### config.mk
export PLATFORM = sky130hd
export DESIGN_NAME = radio_frame_assembler_unit
export DESIGN_NICKNAME = d
export VERILOG_FILES = /design/src/design/rfa_pkg.sv /design/src/design/rfa_front.sv /design/src/design/rfa_queue.sv /design/src/design/rfa_back.sv /design/src/design/radio_frame_assembler_unit.sv
export VERILOG_INCLUDE_DIRS = /design/src /design/src/design
export SDC_FILE = /design/constraint.sdc
export NUM_CORES = 1
export LEC_CHECK = 0
export BUFFER_PORTS_ARGS = -buffer_cell sky130_fd_sc_hd__buf_4
export CELL_PAD_IN_SITES_DETAIL_PLACEMENT = 1
export CELL_PAD_IN_SITES_GLOBAL_PLACEMENT = 2
export CORE_MARGIN = 1.5
export CORE_UTILIZATION = 47
export CTS_BUF_LIST = sky130_fd_sc_hd__clkbuf_4
export DETAILED_ROUTE_END_ITERATION = 16
export PLACE_DENSITY = 0.93
export SLEW_MARGIN = 20
export SYNTH_ARGS = -nofsm -noshare
export SYNTH_HDL_FRONTEND = slang
export SYNTH_SLANG_ARGS = --single-unit
export TNS_END_PERCENT = 20
### constraint.sdc
create_clock -name clock -period 8.9 [get_ports clock]
set_input_delay 0.89 -clock clock [delete_from_list [all_inputs] [get_ports clock]]
set_output_delay 0.89 -clock clock [all_outputs]
set_load 0.005 [all_outputs]
### src/design/radio_frame_assembler_unit_macros.svh
// Assertion macros shared by the frame assembler modules.
// No dependencies; include with the bare file name.
`ifndef RADIO_FRAME_ASSEMBLER_UNIT_MACROS_SVH
`define RADIO_FRAME_ASSEMBLER_UNIT_MACROS_SVH

// Condition must hold at every clock edge outside reset
`define RFA_ASSERT_HOLDS(lbl, clk, rst, cond, msg) \
   lbl: assert property (@(posedge clk) disable iff (rst) (cond)) else $error(msg);

// Antecedent implies consequent in the same cycle, outside reset
`define RFA_ASSERT_IMPLIES(lbl, clk, rst, ante, cons, msg) \
   lbl: assert property (@(posedge clk) disable iff (rst) (ante) |-> (cons)) else $error(msg);

`endif

### src/design/rfa_pkg.sv
// Shared types and constants of the radio frame assembler.
// No dependencies; imported by every module of the block.
package rfa_pkg;

   // Longest payload a start transaction may request
   localparam logic [15:0] MaxPayload  = 16'd128;
   localparam logic [31:0] BroadcastId = 32'hFFFF_FFFF;
   localparam logic [7:0]  HopReset    = 8'd3;

   // Configuration register indexes
   localparam logic [1:0] CSR_SOURCE_ID  = 2'd0;
   localparam logic [1:0] CSR_HOP_LIMIT  = 2'd1;
   localparam logic [1:0] CSR_LINK_READY = 2'd2;

   // Result status codes
   localparam logic [1:0] ST_OK        = 2'd0;
   localparam logic [1:0] ST_TOO_LONG  = 2'd1;
   localparam logic [1:0] ST_STRAY     = 2'd2;
   localparam logic [1:0] ST_NO_LINK   = 2'd3;

   // Input item kinds
   localparam logic KIND_START   = 1'b0;
   localparam logic KIND_PAYLOAD = 1'b1;

   // Command operations passed from front to back
   localparam logic [1:0] OP_HEADER  = 2'd0;
   localparam logic [1:0] OP_PAYLOAD = 2'd1;
   localparam logic [1:0] OP_STATUS  = 2'd2;

   typedef struct packed {
      logic [1:0]  op;
      logic [7:0]  data;     // type byte of a header, or the payload byte
      logic [31:0] dest;     // resolved destination
      logic [7:0]  len;      // payload length
      logic [7:0]  seq;      // sequence number of a header
      logic [1:0]  status;
      logic        last;     // checksum follows this command
   } cmd_type;

endpackage

### src/design/rfa_front.sv
// Front end: accepts request transactions, classifies them and tracks the open frame.
// Depends on rfa_pkg.
module rfa_front import rfa_pkg::*; (
   input  logic        clock,
   input  logic        reset,
   input  logic        accept,
   input  logic        link_ready,
   input  logic        kind,
   input  logic [7:0]  frame_type,
   input  logic        dest_given,
   input  logic [31:0] dest_node,
   input  logic [15:0] body_length,
   input  logic [7:0]  body_byte,
   output cmd_type     cmd
);

   logic       frame_open_ff, frame_open_in;
   logic [7:0] bytes_left_ff, bytes_left_in;
   logic [7:0] seq_ff, seq_in;

   // Classify the transaction and work out the next frame state
   always_comb begin
      frame_open_in = frame_open_ff;
      bytes_left_in = bytes_left_ff;
      seq_in        = seq_ff;
      cmd.op        = OP_STATUS;
      cmd.data      = frame_type;
      cmd.dest      = dest_given ? dest_node : BroadcastId;
      cmd.len       = body_length[7:0];
      cmd.seq       = seq_ff;
      cmd.status    = ST_OK;
      cmd.last      = 1'b0;
      if (kind == KIND_START) begin
         if (!link_ready) begin
            cmd.status = ST_NO_LINK;
         end else if (body_length > MaxPayload) begin
            cmd.status = ST_TOO_LONG;
         end else begin
            cmd.op        = OP_HEADER;
            cmd.last      = (body_length == 16'd0);
            seq_in        = seq_ff + 8'd1;
            frame_open_in = (body_length != 16'd0);
            bytes_left_in = body_length[7:0];
         end
      end else begin
         cmd.data = body_byte;
         if (!frame_open_ff) begin
            cmd.status = ST_STRAY;
         end else begin
            cmd.op        = OP_PAYLOAD;
            cmd.last      = (bytes_left_ff == 8'd1);
            bytes_left_in = bytes_left_ff - 8'd1;
            frame_open_in = (bytes_left_ff != 8'd1);
         end
      end
   end

   // Advance frame state on each accepted transaction
   always_ff @(posedge clock) begin
      if (reset) begin
         frame_open_ff <= 1'b0;
         bytes_left_ff <= 8'd0;
         seq_ff        <= 8'd0;
      end else if (accept) begin
         frame_open_ff <= frame_open_in;
         bytes_left_ff <= bytes_left_in;
         seq_ff        <= seq_in;
      end
   end

endmodule

### src/design/rfa_queue.sv
// Short command queue between the front and back ends.
// Depends on rfa_pkg and the assertion macro header.
`include "radio_frame_assembler_unit_macros.svh"
module rfa_queue import rfa_pkg::*; #(
   parameter int DEPTH = 4
) (
   input  logic    clock,
   input  logic    reset,
   input  logic    push,
   input  cmd_type push_cmd,
   input  logic    pop,
   output logic    full,
   output logic    not_empty,
   output cmd_type head_cmd
);

   localparam int PtrW = (DEPTH > 2) ? $clog2(DEPTH) : 1;
   localparam int CntW = $clog2(DEPTH + 1);

   cmd_type         slot_ff [DEPTH];
   logic [PtrW-1:0] wr_ptr_ff, wr_ptr_in;
   logic [PtrW-1:0] rd_ptr_ff, rd_ptr_in;
   logic [CntW-1:0] count_ff, count_in;

   assign full      = (count_ff == CntW'(DEPTH));
   assign not_empty = (count_ff != '0);
   assign head_cmd  = slot_ff[rd_ptr_ff];

   // Advance pointers and occupancy
   always_comb begin
      wr_ptr_in = wr_ptr_ff;
      rd_ptr_in = rd_ptr_ff;
      count_in  = count_ff;
      if (push) begin
         wr_ptr_in = (wr_ptr_ff == PtrW'(DEPTH - 1)) ? '0 : wr_ptr_ff + PtrW'(1);
      end
      if (pop) begin
         rd_ptr_in = (rd_ptr_ff == PtrW'(DEPTH - 1)) ? '0 : rd_ptr_ff + PtrW'(1);
      end
      if (push && !pop) begin
         count_in = count_ff + CntW'(1);
      end else if (pop && !push) begin
         count_in = count_ff - CntW'(1);
      end
   end

   always_ff @(posedge clock) begin
      if (reset) begin
         wr_ptr_ff <= '0;
         rd_ptr_ff <= '0;
         count_ff  <= '0;
      end else begin
         wr_ptr_ff <= wr_ptr_in;
         rd_ptr_ff <= rd_ptr_in;
         count_ff  <= count_in;
      end
   end

   // Store pushed commands
   always_ff @(posedge clock) begin
      if (push) begin
         slot_ff[wr_ptr_ff] <= push_cmd;
      end
   end

   `RFA_ASSERT_HOLDS(a_count_bound, clock, reset, count_ff <= CntW'(DEPTH), "queue overfilled")
   `RFA_ASSERT_IMPLIES(a_no_push_full, clock, reset, full, !push, "push into full queue")
   `RFA_ASSERT_IMPLIES(a_no_pop_empty, clock, reset, !not_empty, !pop, "pop from empty queue")

endmodule

### src/design/rfa_back.sv
// Back end: serialises queued commands into frame bytes and keeps the checksum.
// Depends on rfa_pkg and the assertion macro header.
`include "radio_frame_assembler_unit_macros.svh"
module rfa_back import rfa_pkg::*; (
   input  logic        clock,
   input  logic        reset,
   input  logic        have_cmd,
   input  cmd_type     cmd,
   input  logic [31:0] source_id,
   input  logic [7:0]  hop_limit,
   output logic        pop,
   output logic        rsp_valid,
   input  logic        rsp_stall,
   output logic [7:0]  rsp_out_byte,
   output logic        rsp_frame_end,
   output logic [1:0]  rsp_status
);

   // Byte positions within a frame
   localparam logic [3:0] STEP_TYPE   = 4'd0;
   localparam logic [3:0] STEP_SRC0   = 4'd1;
   localparam logic [3:0] STEP_SRC1   = 4'd2;
   localparam logic [3:0] STEP_SRC2   = 4'd3;
   localparam logic [3:0] STEP_SRC3   = 4'd4;
   localparam logic [3:0] STEP_DST0   = 4'd5;
   localparam logic [3:0] STEP_DST1   = 4'd6;
   localparam logic [3:0] STEP_DST2   = 4'd7;
   localparam logic [3:0] STEP_DST3   = 4'd8;
   localparam logic [3:0] STEP_SEQ    = 4'd9;
   localparam logic [3:0] STEP_HOP    = 4'd10;
   localparam logic [3:0] STEP_LEN_LO = 4'd11;
   localparam logic [3:0] STEP_LEN_HI = 4'd12;
   localparam logic [3:0] STEP_SUM_LO = 4'd13;
   localparam logic [3:0] STEP_SUM_HI = 4'd14;

   logic [3:0]  step_ff, step_in;
   logic [15:0] sum_ff, sum_in;
   logic        rsp_valid_ff, rsp_valid_in;
   logic [7:0]  out_byte_ff, out_byte_in;
   logic        frame_end_ff, frame_end_in;
   logic [1:0]  status_ff, status_in;
   logic        out_ready;
   logic        fire;
   logic        done;
   logic [7:0]  byte_sel;

   assign out_ready = !rsp_valid_ff || !rsp_stall;
   assign fire      = have_cmd && out_ready;
   assign pop       = fire && done;

   // Select the byte for the current position
   always_comb begin
      unique case (step_ff)
         STEP_TYPE:   byte_sel = (cmd.op == OP_STATUS) ? 8'd0 : cmd.data;
         STEP_SRC0:   byte_sel = source_id[7:0];
         STEP_SRC1:   byte_sel = source_id[15:8];
         STEP_SRC2:   byte_sel = source_id[23:16];
         STEP_SRC3:   byte_sel = source_id[31:24];
         STEP_DST0:   byte_sel = cmd.dest[7:0];
         STEP_DST1:   byte_sel = cmd.dest[15:8];
         STEP_DST2:   byte_sel = cmd.dest[23:16];
         STEP_DST3:   byte_sel = cmd.dest[31:24];
         STEP_SEQ:    byte_sel = cmd.seq;
         STEP_HOP:    byte_sel = hop_limit;
         STEP_LEN_LO: byte_sel = cmd.len;
         STEP_LEN_HI: byte_sel = 8'd0;
         STEP_SUM_LO: byte_sel = sum_ff[7:0];
         STEP_SUM_HI: byte_sel = sum_ff[15:8];
         default:     byte_sel = 8'd0;
      endcase
   end

   // Decide the next position and whether the command is finished
   always_comb begin
      step_in = step_ff;
      done    = 1'b0;
      priority if (cmd.op == OP_STATUS || step_ff == STEP_SUM_HI) begin
         done = 1'b1;
      end else if (step_ff == STEP_SUM_LO) begin
         step_in = STEP_SUM_HI;
      end else if (cmd.op == OP_PAYLOAD || step_ff == STEP_LEN_HI) begin
         if (cmd.last) begin
            step_in = STEP_SUM_LO;
         end else begin
            done = 1'b1;
         end
      end else begin
         step_in = step_ff + 4'd1;
      end
      if (done) begin
         step_in = STEP_TYPE;
      end
   end

   // Accumulate the checksum over every emitted header and payload byte
   always_comb begin
      sum_in = sum_ff;
      if (fire && cmd.op != OP_STATUS && step_ff < STEP_SUM_LO) begin
         if (cmd.op == OP_HEADER && step_ff == STEP_TYPE) begin
            sum_in = {8'd0, byte_sel};
         end else begin
            sum_in = sum_ff + {8'd0, byte_sel};
         end
      end
   end

   // Load the output register when it is free or being taken
   always_comb begin
      rsp_valid_in = rsp_valid_ff && rsp_stall;
      out_byte_in  = out_byte_ff;
      frame_end_in = frame_end_ff;
      status_in    = status_ff;
      if (fire) begin
         rsp_valid_in = 1'b1;
         out_byte_in  = byte_sel;
         frame_end_in = (cmd.op == OP_STATUS) || (step_ff == STEP_SUM_HI);
         status_in    = cmd.status;
      end
   end

   always_ff @(posedge clock) begin
      if (reset) begin
         step_ff      <= STEP_TYPE;
         sum_ff       <= 16'd0;
         rsp_valid_ff <= 1'b0;
      end else begin
         if (fire) begin
            step_ff <= step_in;
         end
         sum_ff       <= sum_in;
         rsp_valid_ff <= rsp_valid_in;
      end
   end

   always_ff @(posedge clock) begin
      out_byte_ff  <= out_byte_in;
      frame_end_ff <= frame_end_in;
      status_ff    <= status_in;
   end

   assign rsp_valid     = rsp_valid_ff;
   assign rsp_out_byte  = out_byte_ff;
   assign rsp_frame_end = frame_end_ff;
   assign rsp_status    = status_ff;

   `RFA_ASSERT_HOLDS(a_step_bound, clock, reset, step_ff <= STEP_SUM_HI, "frame position out of range")
   `RFA_ASSERT_IMPLIES(a_status_ends, clock, reset, rsp_valid_ff && status_ff != ST_OK, frame_end_ff && out_byte_ff == 8'd0, "status result not terminal")
   `RFA_ASSERT_IMPLIES(a_status_single, clock, reset, have_cmd && cmd.op == OP_STATUS, step_ff == STEP_TYPE, "status command mid-frame")

endmodule

### src/design/radio_frame_assembler_unit.sv
// Radio frame assembler. A start transaction yields a 13-byte header (type, source id, destination
// id, sequence, hop limit, 16-bit length, multi-byte fields low byte first) and each payload
// transaction one byte; after the final payload byte, or straight after the header for an empty
// payload, a 16-bit additive checksum follows low byte first. Refused requests give one
// status-only result. Results leave one per cycle through an output register while rsp_stall
// is low; a payload transaction gives one byte, a header 13, and the checksum two more. Request
// transactions are taken one per cycle while the QUEUE_DEPTH-entry command queue has room; the
// serialiser in the back end sets the sustained rate.
// Depends on rfa_pkg, rfa_front, rfa_queue and rfa_back.
module radio_frame_assembler_unit import rfa_pkg::*; #(
   parameter int QUEUE_DEPTH = 4
) (
   input  logic        clock,
   input  logic        reset,
   // Configuration writes
   input  logic        csr_write_en,
   input  logic [1:0]  csr_index,
   input  logic [31:0] csr_wdata,
   // Request channel
   input  logic        req_valid,
   output logic        req_stall,
   input  logic        req_kind,
   input  logic [7:0]  req_frame_type,
   input  logic        req_dest_given,
   input  logic [31:0] req_dest_node,
   input  logic [15:0] req_body_length,
   input  logic [7:0]  req_body_byte,
   // Response channel
   output logic        rsp_valid,
   input  logic        rsp_stall,
   output logic [7:0]  rsp_out_byte,
   output logic        rsp_frame_end,
   output logic [1:0]  rsp_status
);

   logic [31:0] source_id_ff;
   logic [7:0]  hop_limit_ff;
   logic        link_ready_ff;
   logic        accept;
   logic        full;
   logic        not_empty;
   logic        pop;
   cmd_type     front_cmd;
   cmd_type     head_cmd;

   // Hold configuration registers
   always_ff @(posedge clock) begin
      if (reset) begin
         source_id_ff  <= 32'd0;
         hop_limit_ff  <= HopReset;
         link_ready_ff <= 1'b0;
      end else if (csr_write_en) begin
         unique case (csr_index)
            CSR_SOURCE_ID:  source_id_ff  <= csr_wdata;
            CSR_HOP_LIMIT:  hop_limit_ff  <= csr_wdata[7:0];
            CSR_LINK_READY: link_ready_ff <= csr_wdata[0];
            default: ;
         endcase
      end
   end

   assign req_stall = full;
   assign accept    = req_valid && !full;

   rfa_front u_front (
      .clock       (clock),
      .reset       (reset),
      .accept      (accept),
      .link_ready  (link_ready_ff),
      .kind        (req_kind),
      .frame_type  (req_frame_type),
      .dest_given  (req_dest_given),
      .dest_node   (req_dest_node),
      .body_length (req_body_length),
      .body_byte   (req_body_byte),
      .cmd         (front_cmd)
   );

   rfa_queue #(
      .DEPTH (QUEUE_DEPTH)
   ) u_queue (
      .clock     (clock),
      .reset     (reset),
      .push      (accept),
      .push_cmd  (front_cmd),
      .pop       (pop),
      .full      (full),
      .not_empty (not_empty),
      .head_cmd  (head_cmd)
   );

   rfa_back u_back (
      .clock         (clock),
      .reset         (reset),
      .have_cmd      (not_empty),
      .cmd           (head_cmd),
      .source_id     (source_id_ff),
      .hop_limit     (hop_limit_ff),
      .pop           (pop),
      .rsp_valid     (rsp_valid),
      .rsp_stall     (rsp_stall),
      .rsp_out_byte  (rsp_out_byte),
      .rsp_frame_end (rsp_frame_end),
      .rsp_status    (rsp_status)
   );

endmodule
==> results of run 1 <==
logic make-up (layout without fill, tap and decap cells):
kind of cell | Yosys count | after routing
DFF | 343 | 343
and+or+nand+nor | 314 | 314
AOI/OAI and AO/OA | 196 | 196
muxes | 127 | 127
buffers and inverters | 84 | 310
adders and majority gates | 23 | 23
xor gates and xnor gates | 22 | 22
other | 0 | 2
cell type report:
| cell class | instances | area [um2] | share of cell area (%) |
|---|---|---|---|
| flip-flops and latches | 343 | 9420 | 54.9 |
| clock buffers | 129 | 968 | 5.64 |
| inverters | 24 | 90.1 | 0.524 |
| clock inverters | 27 | 156 | 0.910 |
| diodes | 2 | 5.00 | 0.0291 |
| well taps | 402 | 503 | 2.93 |
| repair buffers | 130 | 976 | 5.68 |
| multi-input cells | 682 | 5060 | 29.4 |
flip-flops by register name, indices dropped and copies added, names as in the netlist, 3 cells and up, named ones only:
register,flops
u_queue.slot_ff,244
u_front.bytes_left_ff,8
u_back.sum_ff,16
u_back.step_ff,4
u_front.seq_ff,8
hop_limit_ff,8
u_queue.count_ff,3
source_id_ff,32
u_back.rsp_out_byte,8
how the worst max path moves through the flow:
stage / start / to / slack [ns] / cells past startpoint
final: flip-flop / u_back.sum_ff[10] / 3.71 / 14
after global routing: flip-flop / u_back.sum_ff[15] / 3.33 / 14
after CTS: flip-flop / u_back.sum_ff[15] / 3.75 / 13
after detailed placement: flip-flop / u_back.sum_ff[10] / 3.81 / 14
after global placement: flip-flop / u_back.sum_ff[10] / 3.87 / 14
after floorplan: u_back.step_ff[1] / u_back.sum_ff[15] / 5.41 / 16
per-stage QoR:
| stage | area (um2) | setup WS, ns | std cells | utilization (%) | power (mW) |
|---|---|---|---|---|---|
| 3_3_place_gp | 16000 | 3.87 | 1581 | 51.1 | 3.11 |
| 3_5_place_dp | 16000 | 3.81 | 1581 | 51.1 | 3.15 |
| 4_1_cts | 17200 | 3.75 | 1737 | 54.7 | 4.52 |
| 6_report | 17200 | 3.71 | 1739 | 54.7 | 4.50 |
| 2_1_floorplan | 14900 | 5.41 | 1109 | - | 2.78 |
| 5_1_grt | 17200 | 3.33 | 1738 | 54.7 | 4.69 |
per-layer routing:
layer | GRT usage [%] | vias up | wire length, um
li1 | - | 4598 | -
met1 | 33.1 | 5205 | 17400
met2 | 43.1 | 417 | 20700
met3 | 5.18 | 107 | 2590
met4 | 13.0 | 2 | 1710
met5 | 0 | - | 11
report_power, final:
part	internal, mW	switching [mW]
sequential	1.90	0.0936
clock	0.699	0.662
combinational	0.452	0.694
total	3.05	1.45
Yosys cell counts, types with 14 or more instances:
| master | count |
|---|---|
| o21ai_0 | 19 |
| inv_1 | 23 |
| clkbuf_1 | 27 |
| mux2i_1 | 95 |
| dfxtp_1 | 88 |
| a21oi_1 | 65 |
| nand2b_1 | 33 |
| ha_1 | 21 |
| edfxtp_1 | 255 |
| nand3_1 | 22 |
| nor2_1 | 66 |
| o22ai_1 | 29 |
| xor2_1 | 14 |
| mux4_2 | 24 |
| nand2_1 | 98 |
worst max-delay path, delay by kind of cell, from the launching register on:
| family | cells | cell delay (ns) |
|---|---|---|
| and+or+nand+nor | 3 | 0.79 |
| AOI/OAI and AO/OA | 6 | 1.50 |
| muxes | 1 | 0.30 |
| xor gates and xnor gates | 1 | 0.17 |
| buffers and inverters | 2 | 1.34 |
| DFF | 1 | 0.57 |
| adders and majority gates | 1 | 0.39 |
placed cells by master (no fill, tap or decap), types with 23 or more instances in the layout:
cell type and count:
a21oi_1 65, buf_4 130, clkbuf_4 129, dfxtp_1 87, edfxtp_1 255, inv_1 23
mux2i_1 95, mux4_2 24, nand2_1 98, nand2b_1 33, nor2_1 66, o22ai_1 29
==> results.toml, run 1 <==
[status]
outcome = "completed"

[sta]
relSlewSlack_pct = 33.5
rsz0062_at_grt = "false"
layout_min_cycle_time_ns = 5.19
clock_skew_ns = 0.0552
setup_tns_ns = 0
setup_viol = 0
period_share_pct = 58.4
whs_ns = 0.400
drv_slew = 0
hold_viol = 0
worst-slew-pin-transition_ns = 0.997
fmax_mhz = 193

[drt]
antenna_left = 0
drc = 0
postRouteWirelength_mm = 42.5
wl_per_cell_um = 24.4
routed_via_density = 5.94
dr_total_vias = 10300
drtIter0Drc = 953
first_pass_iters = 7

[synth]
synth_compound_area_share_pct = 8.78
synthMuxAreaShare_pct = 10.6
yosys.area_share.simple_pct = 11.2
syn_avg_cell_area_um2 = 13.4
ys_ff_latch = 343
ys_async_sr_fraction_pct = 0
mappedNetlistArea_mm2 = 0.0149
netlist_top_cells_area = "edfxtp_1 (51%), dfxtp_1 (12%), mux2i_1 (6.4%)"
yosysSeqAreaShare_pct = 63.2
synth_cell_type_count = 79
synthFlopType = "edfxtp_1"
syn_nets = 1237
synth.top_cell.area_share_pct = 51.4
yosys_warnings = 0
synth_xor_area_share_pct = 1.29
synth_top_cell_by_area = "edfxtp_1"
synth_top_family_by_area = "simple AND/OR/NAND/NOR gates"
synth_edf_count = 255
synthAdderAreaFrac_pct = 2.03
syn_inst = 1109

[setup_path]
worstPathMaxFanout = 44
r2r_setup_slack_ns = 3.71
path_class = "reg -> reg"
crit_slowest_cell = "buf_4"
worstReg2RegEnd = "u_back.sum_ff[10]"
slowest_delay_ns = 0.73
cp.required_ns = 9.53
endpoint_kind = "flip-flop"
arrival_ns = 5.82
cp_cell_sequence = "buf_4 -> buf_4 -> mux2i_1 -> o22a_1 -> o221ai_1 -> or4_1 -> a311o_1 -> ha_1 -> nor2b_1 -> o2111ai_1 -> a41oi_1 -> o2111ai_1 -> xor2_1 -> nor2_1"
reg2reg_depth = 14
critPathLaunchType = "flip-flop"

[clocking]
ctsResizeCount = 0
cts_root_buffer = "clkbuf_4"
cts_sinks = 343
cts_tree = "built"
cts_buffers = 88
cts.reportedPaths.clkPinSlew_ns = 0.07
insertion_delay_ns = 0.75
post_cts_buffers = 0
cts_hold_buffers = 0
clockBufferDepth = 3
ctsHtreeMaxLevel = 3

[global_routing]
grt_max_degree = 62
grt_pass1_vias = 10800
grt-ovfl-total = 0
grt_usage_pct = 26.1
grt_antenna_before_repair = 2
grt_pass1_wl_mm = 64.2

[floorplan]
num_rows = 65
fp.dieH_um = 181
die_x_um = 181
coreArea_mm2 = 0.0314
initial_utilization_pct = 47.4
die_area_mm2 = 0.0328
io_pins = 118

[job]
drv_cap = 0

[worst_hold_path]
hold_depth = 1
min_to = "u_queue.slot_ff[1][14]"
hold_class = "in -> reg"
worstHoldStart = "req_body_length[3]"

[placed_design]
dpl.hpwl_mm = 28.2
portBuffers = 117
gp_congestion = 0.870

[cells_and_area]
nNetsFinal = 1397
fillerInstances = 3179
drive_gt1_share_pct = 24.4
areaGrowthSynthToFinish_pct = 15.3

[pwr]
irDropWorstVdd_uv = 123
pwr_density_cell_mw_per_mm2 = 262
leakage_nw = 6.04
(Power assumes the default switching activity.)
==> run 2: changes to the inputs <==
- CORE_UTILIZATION: 47 -> 44
- PLACE_DENSITY: 0.93 -> 0.88
- clock period: 8.9 -> 4.97 ns (I/O delays scaled with it)
==> results.toml, run 2 (same netlist as run 1, synthesis figures left out) <==
[cells_and_area]
layout_commonest_cell = "edfxtp_1"
fin_util_pct = 53.3
reg_top3 = "u_queue.slot_ff (244), source_id_ff (32), u_back.sum_ff (16)"
nNetsFinal = 1461
fillerInstances = 3425
mostFrequentLayoutCells = "edfxtp_1 (255), buf_4 (144), clkbuf_4 (125), nand2_1 (98), mux2i_1 (95)"
areaGrowthSynthToFinish_pct = 19.7
regMostFlops = "u_queue.slot_ff"
design_area_mm2 = 0.0178
drive_gt1_share_pct = 24.2
largest_reg_flops = 244

[clocking]
ctsHtreeMaxLevel = 3
clockBufferDepth = 3
cts.reportedPaths.clkPinSlew_ns = 0.07
cts_tree = "built"
ctsResizeCount = 0
cts_buffers = 90
cts_root_buffer = "clkbuf_4"
post_cts_buffers = 0
insertion_delay_ns = 0.80
cts_sinks = 343

[global_routing]
grt_max_degree = 45
grt_pass1_wl_mm = 66.4
grt_antenna_before_repair = 1
grt_usage_pct = 25.1
grt_pass1_vias = 11000
grt-ovfl-total = 0

[placed_design]
placedInstanceArea_mm2 = 0.0163
portBuffers = 117
gp_congestion = 0.922
dpl.hpwl_mm = 30.0

[setup_path]
worstReg2RegStart = "u_back.step_ff[2]"
cp.required_ns = 5.59
r2r_setup_slack_ns = 0.35
worstReg2RegEnd = "u_back.sum_ff[10]"
endpoint_kind = "flip-flop"
path_class = "reg -> reg"
reg2reg_depth = 15
critPathLaunchType = "flip-flop"
arrival_ns = 5.24
worstPathMaxFanout = 26

[job]
drv_cap = 0

[status]
outcome = "completed"

[worst_hold_path]
hold_depth = 2
min_to = "u_queue.slot_ff[1][30]"
worstHoldStart = "req_dest_node[11]"
hold_class = "in -> reg"

[pwr]
total_power_mw = 8.13
irDropWorstVdd_uv = 306
pwr_density_cell_mw_per_mm2 = 456
leakage_nw = 6.32

[floorplan]
initial_utilization_pct = 44.5
fp.dieH_um = 187
num_rows = 67
die_area_mm2 = 0.0350
coreArea_mm2 = 0.0334
io_pins = 118
die_x_um = 187

[sta]
drv_slew = 0
rsz0062_at_grt = "false"
relSlewSlack_pct = 32.5
hold_viol = 0
setup_viol = 0
whs_ns = 0.0599
period_share_pct = 93.0
fmax_mhz = 216
layout_min_cycle_time_ns = 4.62
setup_tns_ns = 0
clock_skew_ns = 0.0679
worst-slew-pin-transition_ns = 1.01

[drt]
dr_total_vias = 10300
routed_via_density = 5.54
drc = 0
wl_per_cell_um = 23.1
postRouteWirelength_mm = 42.9
first_pass_iters = 5
antenna_left = 0
drtIter0Drc = 694
[run 2: cell types whose count changed in the layout (fill, tap and decap cells not counted)]
cell,change
dlygate4sd3_1,+46
buf_4,+14
clkinv_1,+11
clkbuf_4,-4
clkinv_2,+3
buf_12,+2
and2_2,-1
and2_4,+1
bufinv_16,-1
diode_2,-1
[run 2: final cells by class]
| type | count | area [um2] | area share (%) |
|---|---|---|---|
| Sequential cell | 343 | 9420 | 52.8 |
| Multi-Input combinational cell | 682 | 5060 | 28.4 |
| Timing Repair Buffer | 192 | 1580 | 8.87 |
| Clock buffer | 125 | 938 | 5.26 |
| Tap cell | 448 | 561 | 3.14 |
| Clock inverter | 40 | 183 | 1.02 |
| Inverter | 24 | 90.1 | 0.505 |
| Antenna cell | 1 | 2.50 | 0.0140 |
[run 2: worst max path at each step]
stage                                  from           endpoint
final                     u_back.step_ff[2]  u_back.sum_ff[10]
after global routing      u_back.step_ff[2]  u_back.sum_ff[14]
after CTS                 u_back.step_ff[2]  u_back.sum_ff[10]
after detailed placement  u_back.step_ff[2]  u_back.sum_ff[10]
after global placement    u_back.step_ff[2]  u_back.sum_ff[10]
after floorplan           u_back.step_ff[1]  u_back.sum_ff[15]
[run 2: metrics by stage]
stage | worst slack (ns) | instances
floorplan | 1.48 | 1109
global placement | 0.528 | 1643
detailed placement | 0.544 | 1643
CTS | 0.469 | 1854
global route | 0.0284 | 1855
finish | 0.349 | 1855
[run 2: worst max-delay path: stages (launching register included)]
cell,delay (ns)
dfxtp_1,0.99
buf_4,0.30
nand4bb_1,0.40
o22ai_1,0.47
a2111oi_0,0.13
nand4_1,0.11
a31o_2,0.19
ha_1,0.23
inv_1,0.07
fa_1,0.42
nor2b_1,0.19
o2111ai_1,0.18
a41oi_1,0.38
o2111ai_1,0.17
xor2_1,0.17
nor2_1,0.05
[run 2: per-layer routing]
| layer | vias to the layer above | global-route usage [%] | wire length, um |
|---|---|---|---|
| met5 | - | 0 | 0 |
| met4 | 0 | 10.0 | 1140 |
| met3 | 60 | 4.28 | 1960 |
| met2 | 298 | 41.4 | 21200 |
| met1 | 5186 | 33.0 | 18700 |
| li1 | 4729 | - | - |
[run 2: repair_timing]
action	in CTS	in global routing
hold buffers	46	0
endpoints found under the hold margin	92	0
endpoints found under the setup margin	0	0
[run 2: where the power goes]
part	internal [mW]	leakage [nW]	switching, mW
clock network	1.18	0.663	1.19
logic	0.894	2.66	1.26
registers	3.40	3.00	0.201
total	5.47	6.32	2.65
==> run 3: changes to the inputs <==
- BUFFER_PORTS_ARGS: -buffer_cell sky130_fd_sc_hd__buf_4 -> default
- CORE_UTILIZATION: 44 -> 48
- DONT_BUFFER_PORTS: default -> 1
- SYNTH_HIERARCHICAL: default -> 1
==> results.toml, run 3 <==
[status]
outcome = "completed"

[clocking]
cts_root_buffer = "clkbuf_4"
insertion_delay_ns = 0.74
cts_tree = "built"
clockBufferDepth = 3
ctsResizeCount = 0
cts_sinks = 343
cts.reportedPaths.clkPinSlew_ns = 0.07
cts_buffers = 89
cts_hold_buffers = 53
post_cts_buffers = 0
ctsHtreeMaxLevel = 3

[floorplan]
die_x_um = 181
io_pins = 118
coreArea_mm2 = 0.0309
die_area_mm2 = 0.0327
fp.dieH_um = 181
num_rows = 64
initial_utilization_pct = 49.2

[cells_and_area]
nNetsFinal = 1255
layout_commonest_cell = "edfxtp_1"
areaGrowthSynthToFinish_pct = 12.7
reg_top3 = "u_queue/slot_ff (244), source_id_ff (32), u_back/sum_ff (16)"
regMostFlops = "u_queue/slot_ff"
largest_reg_flops = 244
drive_gt1_share_pct = 21.6
mostFrequentLayoutCells = "edfxtp_1 (255), clkbuf_4 (138), nand2b_1 (108), dfxtp_1 (86), mux4_2 (62)"

[synth]
ys_async_sr_fraction_pct = 0
synth_xor_area_share_pct = 1.21
yosysSeqAreaShare_pct = 62.0
ys_ff_latch = 343
syn_avg_cell_area_um2 = 14.7
synth_most_common_cell = "edfxtp_1"
synthMuxAreaShare_pct = 13.1
yosys_warnings = 6
netlist_top_cells_area = "edfxtp_1 (50%), dfxtp_1 (12%), mux4_2 (9.2%)"
syn_nets = 1162
synth_cell_type_count = 74
synth_edf_count = 255
synth_top_cell_by_area = "edfxtp_1"
syn_inst = 1033
synth_compound_area_share_pct = 7.54
synthFlopType = "edfxtp_1"
synth_top_family_by_area = "multiplexers"
mappedNetlistArea_mm2 = 0.0152
synthAdderAreaFrac_pct = 2.07
yosys.area_share.simple_pct = 10.3
synth.top_cell.area_share_pct = 50.4
synth_common_cells = "edfxtp_1 (255), nand2b_1 (108), dfxtp_1 (88), mux4_2 (62)"

[setup_path]
path_class = "reg -> reg"
worstReg2RegEnd = "u_back/sum_ff[10]"
endpoint_kind = "flip-flop"
cp_cell_sequence = "mux4_2 -> nand2b_1 -> and3_1 -> a221oi_1 -> o211ai_1 -> ha_1 -> inv_1 -> fa_1 -> nor2b_1 -> o31ai_1 -> a21oi_1 -> o2111ai_1 -> xor2_1 -> nor2_1"
slowest_delay_ns = 0.62
worstPathMaxFanout = 21
crit_slowest_cell = "dfxtp_4"
arrival_ns = 4.72
path_buf_inv = 1
r2r_setup_slack_ns = 0.84
critPathLaunchType = "flip-flop"
cp.required_ns = 5.56
reg2reg_depth = 14
path_delay_family = "compound AO/OA/AOI/OAI gates"

[drt]
drc = 0
dr_total_vias = 9551
first_pass_iters = 5
antenna_left = 0
wl_per_cell_um = 25.1
postRouteWirelength_mm = 40.1
routed_via_density = 5.98
drtIter0Drc = 735

[placed_design]
dpl.hpwl_mm = 24.8
portBuffers = 0
gp_congestion = 0.870

[sta]
setup_tns_ns = 0
drv_slew = 0
clock_skew_ns = 0.0453
period_share_pct = 83.1
fmax_mhz = 242
whs_ns = 0.0489
relSlewSlack_pct = 33.4
rsz0062_at_grt = "false"
hold_viol = 0
worst-slew-pin-transition_ns = 1.00
setup_viol = 0
layout_min_cycle_time_ns = 4.13

[global_routing]
top_usage_layer = "met2"
grt.met2_usage_pct = 41.3
use_met3_pct = 5.26
gr-usage-met1_pct = 31.7
grt_pass1_vias = 10100
grt_antenna_before_repair = 3
grt_usage_pct = 24.7
grt_max_degree = 101
grt-ovfl-total = 0
grt_pass1_wl_mm = 60.9

[worst_hold_path]
worstHoldStart = "csr_wdata[7]"
hold_class = "in -> reg"
hold_depth = 2
min_to = "source_id_ff[7]"

[pwr]
irDropWorstVdd_uv = 215
pwr_density_cell_mw_per_mm2 = 487
leakage_nw = 5.70

[job]
drv_cap = 0
==> run 3: changes by cell type after synthesis, sizes merged, moves of 19 or more <==
cell	delta
mux4	+39
a21oi	-26
nand2	-67
nor2	-19
o22ai	-29
nand2b	+73
mux2i	-49
==> run 3: power breakdown <==
group          total, mW  switching [mW]  leakage [nW]  internal, mW
Combinational       2.16            1.27          1.98         0.889
Clock               2.54            1.17         0.714          1.37
Sequential          3.64           0.196          3.00          3.45
==> run 3: per-layer routing <==
metal	up-vias	wire, um
met5	-	0
met4	0	1110
met3	77	2390
met2	369	20200
met1	4891	16400
li1	4214	-
==> run 3: worst reg2reg max path: cells and delay by family, from the launching register on <==
kind                     cells  cell delay (ns)
flip-flops                   1             0.62
XOR/XNOR                     1             0.17
AO/OA/AOI/OAI                5             1.43
AND/OR/NAND/NOR              4             0.64
multiplexers                 1             0.63
adder cells (fa/ha/maj)      2             0.44
buffers and inverters        1             0.07
==> run 3: kinds of logic (layout without fill, tap and decap cells) <==
family / count (synthesis) / in the layout
adders and majority gates: 24 / 24
other: 0 / 3
and+or+nand+nor: 274 / 274
AOI/OAI and AO/OA: 162 / 162
xor gates and xnor gates: 21 / 21
muxes: 118 / 118
DFF: 343 / 343
buffers and inverters: 91 / 255
==> run 3: stage by stage <==
step / utilization, % / setup slack [ns] / total power [mW] / cell area, um2 / instances
global route: 55.4 / 0.480 / 8.74 / 17100 / 1596
finish: 55.4 / 0.838 / 8.34 / 17100 / 1596
detailed placement: 49.7 / 0.880 / 5.77 / 15400 / 1378
global placement: 49.7 / 0.993 / 5.69 / 15400 / 1378
CTS: 55.4 / 0.847 / 8.39 / 17100 / 1593
floorplan: - / 1.38 / 5.24 / 15200 / 1033
==> run 3: layout make-up <==
type / count / area [um2]
timing repair buffer: 71 / 708
clock buffer: 138 / 1040
multi-input combinational: 599 / 5210
fill: 3024 / 13800
tap: 396 / 495
clock inverter: 24 / 160
antenna: 3 / 7.51
sequential: 343 / 9420
inverter: 22 / 82.6
==> run 3: worst max-delay path by stage <==
| stage | startpoint | endpoint | slack, ns | cells after the start |
|---|---|---|---|---|
| floorplan | flip-flop | u_back/sum_ff[14] | 1.38 | 17 |
| global placement | flip-flop | u_back/sum_ff[10] | 0.99 | 14 |
| detailed placement | flip-flop | u_back/sum_ff[12] | 0.88 | 14 |
| CTS | flip-flop | u_back/sum_ff[12] | 0.85 | 14 |
| global route | flip-flop | u_back/sum_ff[12] | 0.48 | 14 |
| finish | flip-flop | u_back/sum_ff[10] | 0.84 | 14 |
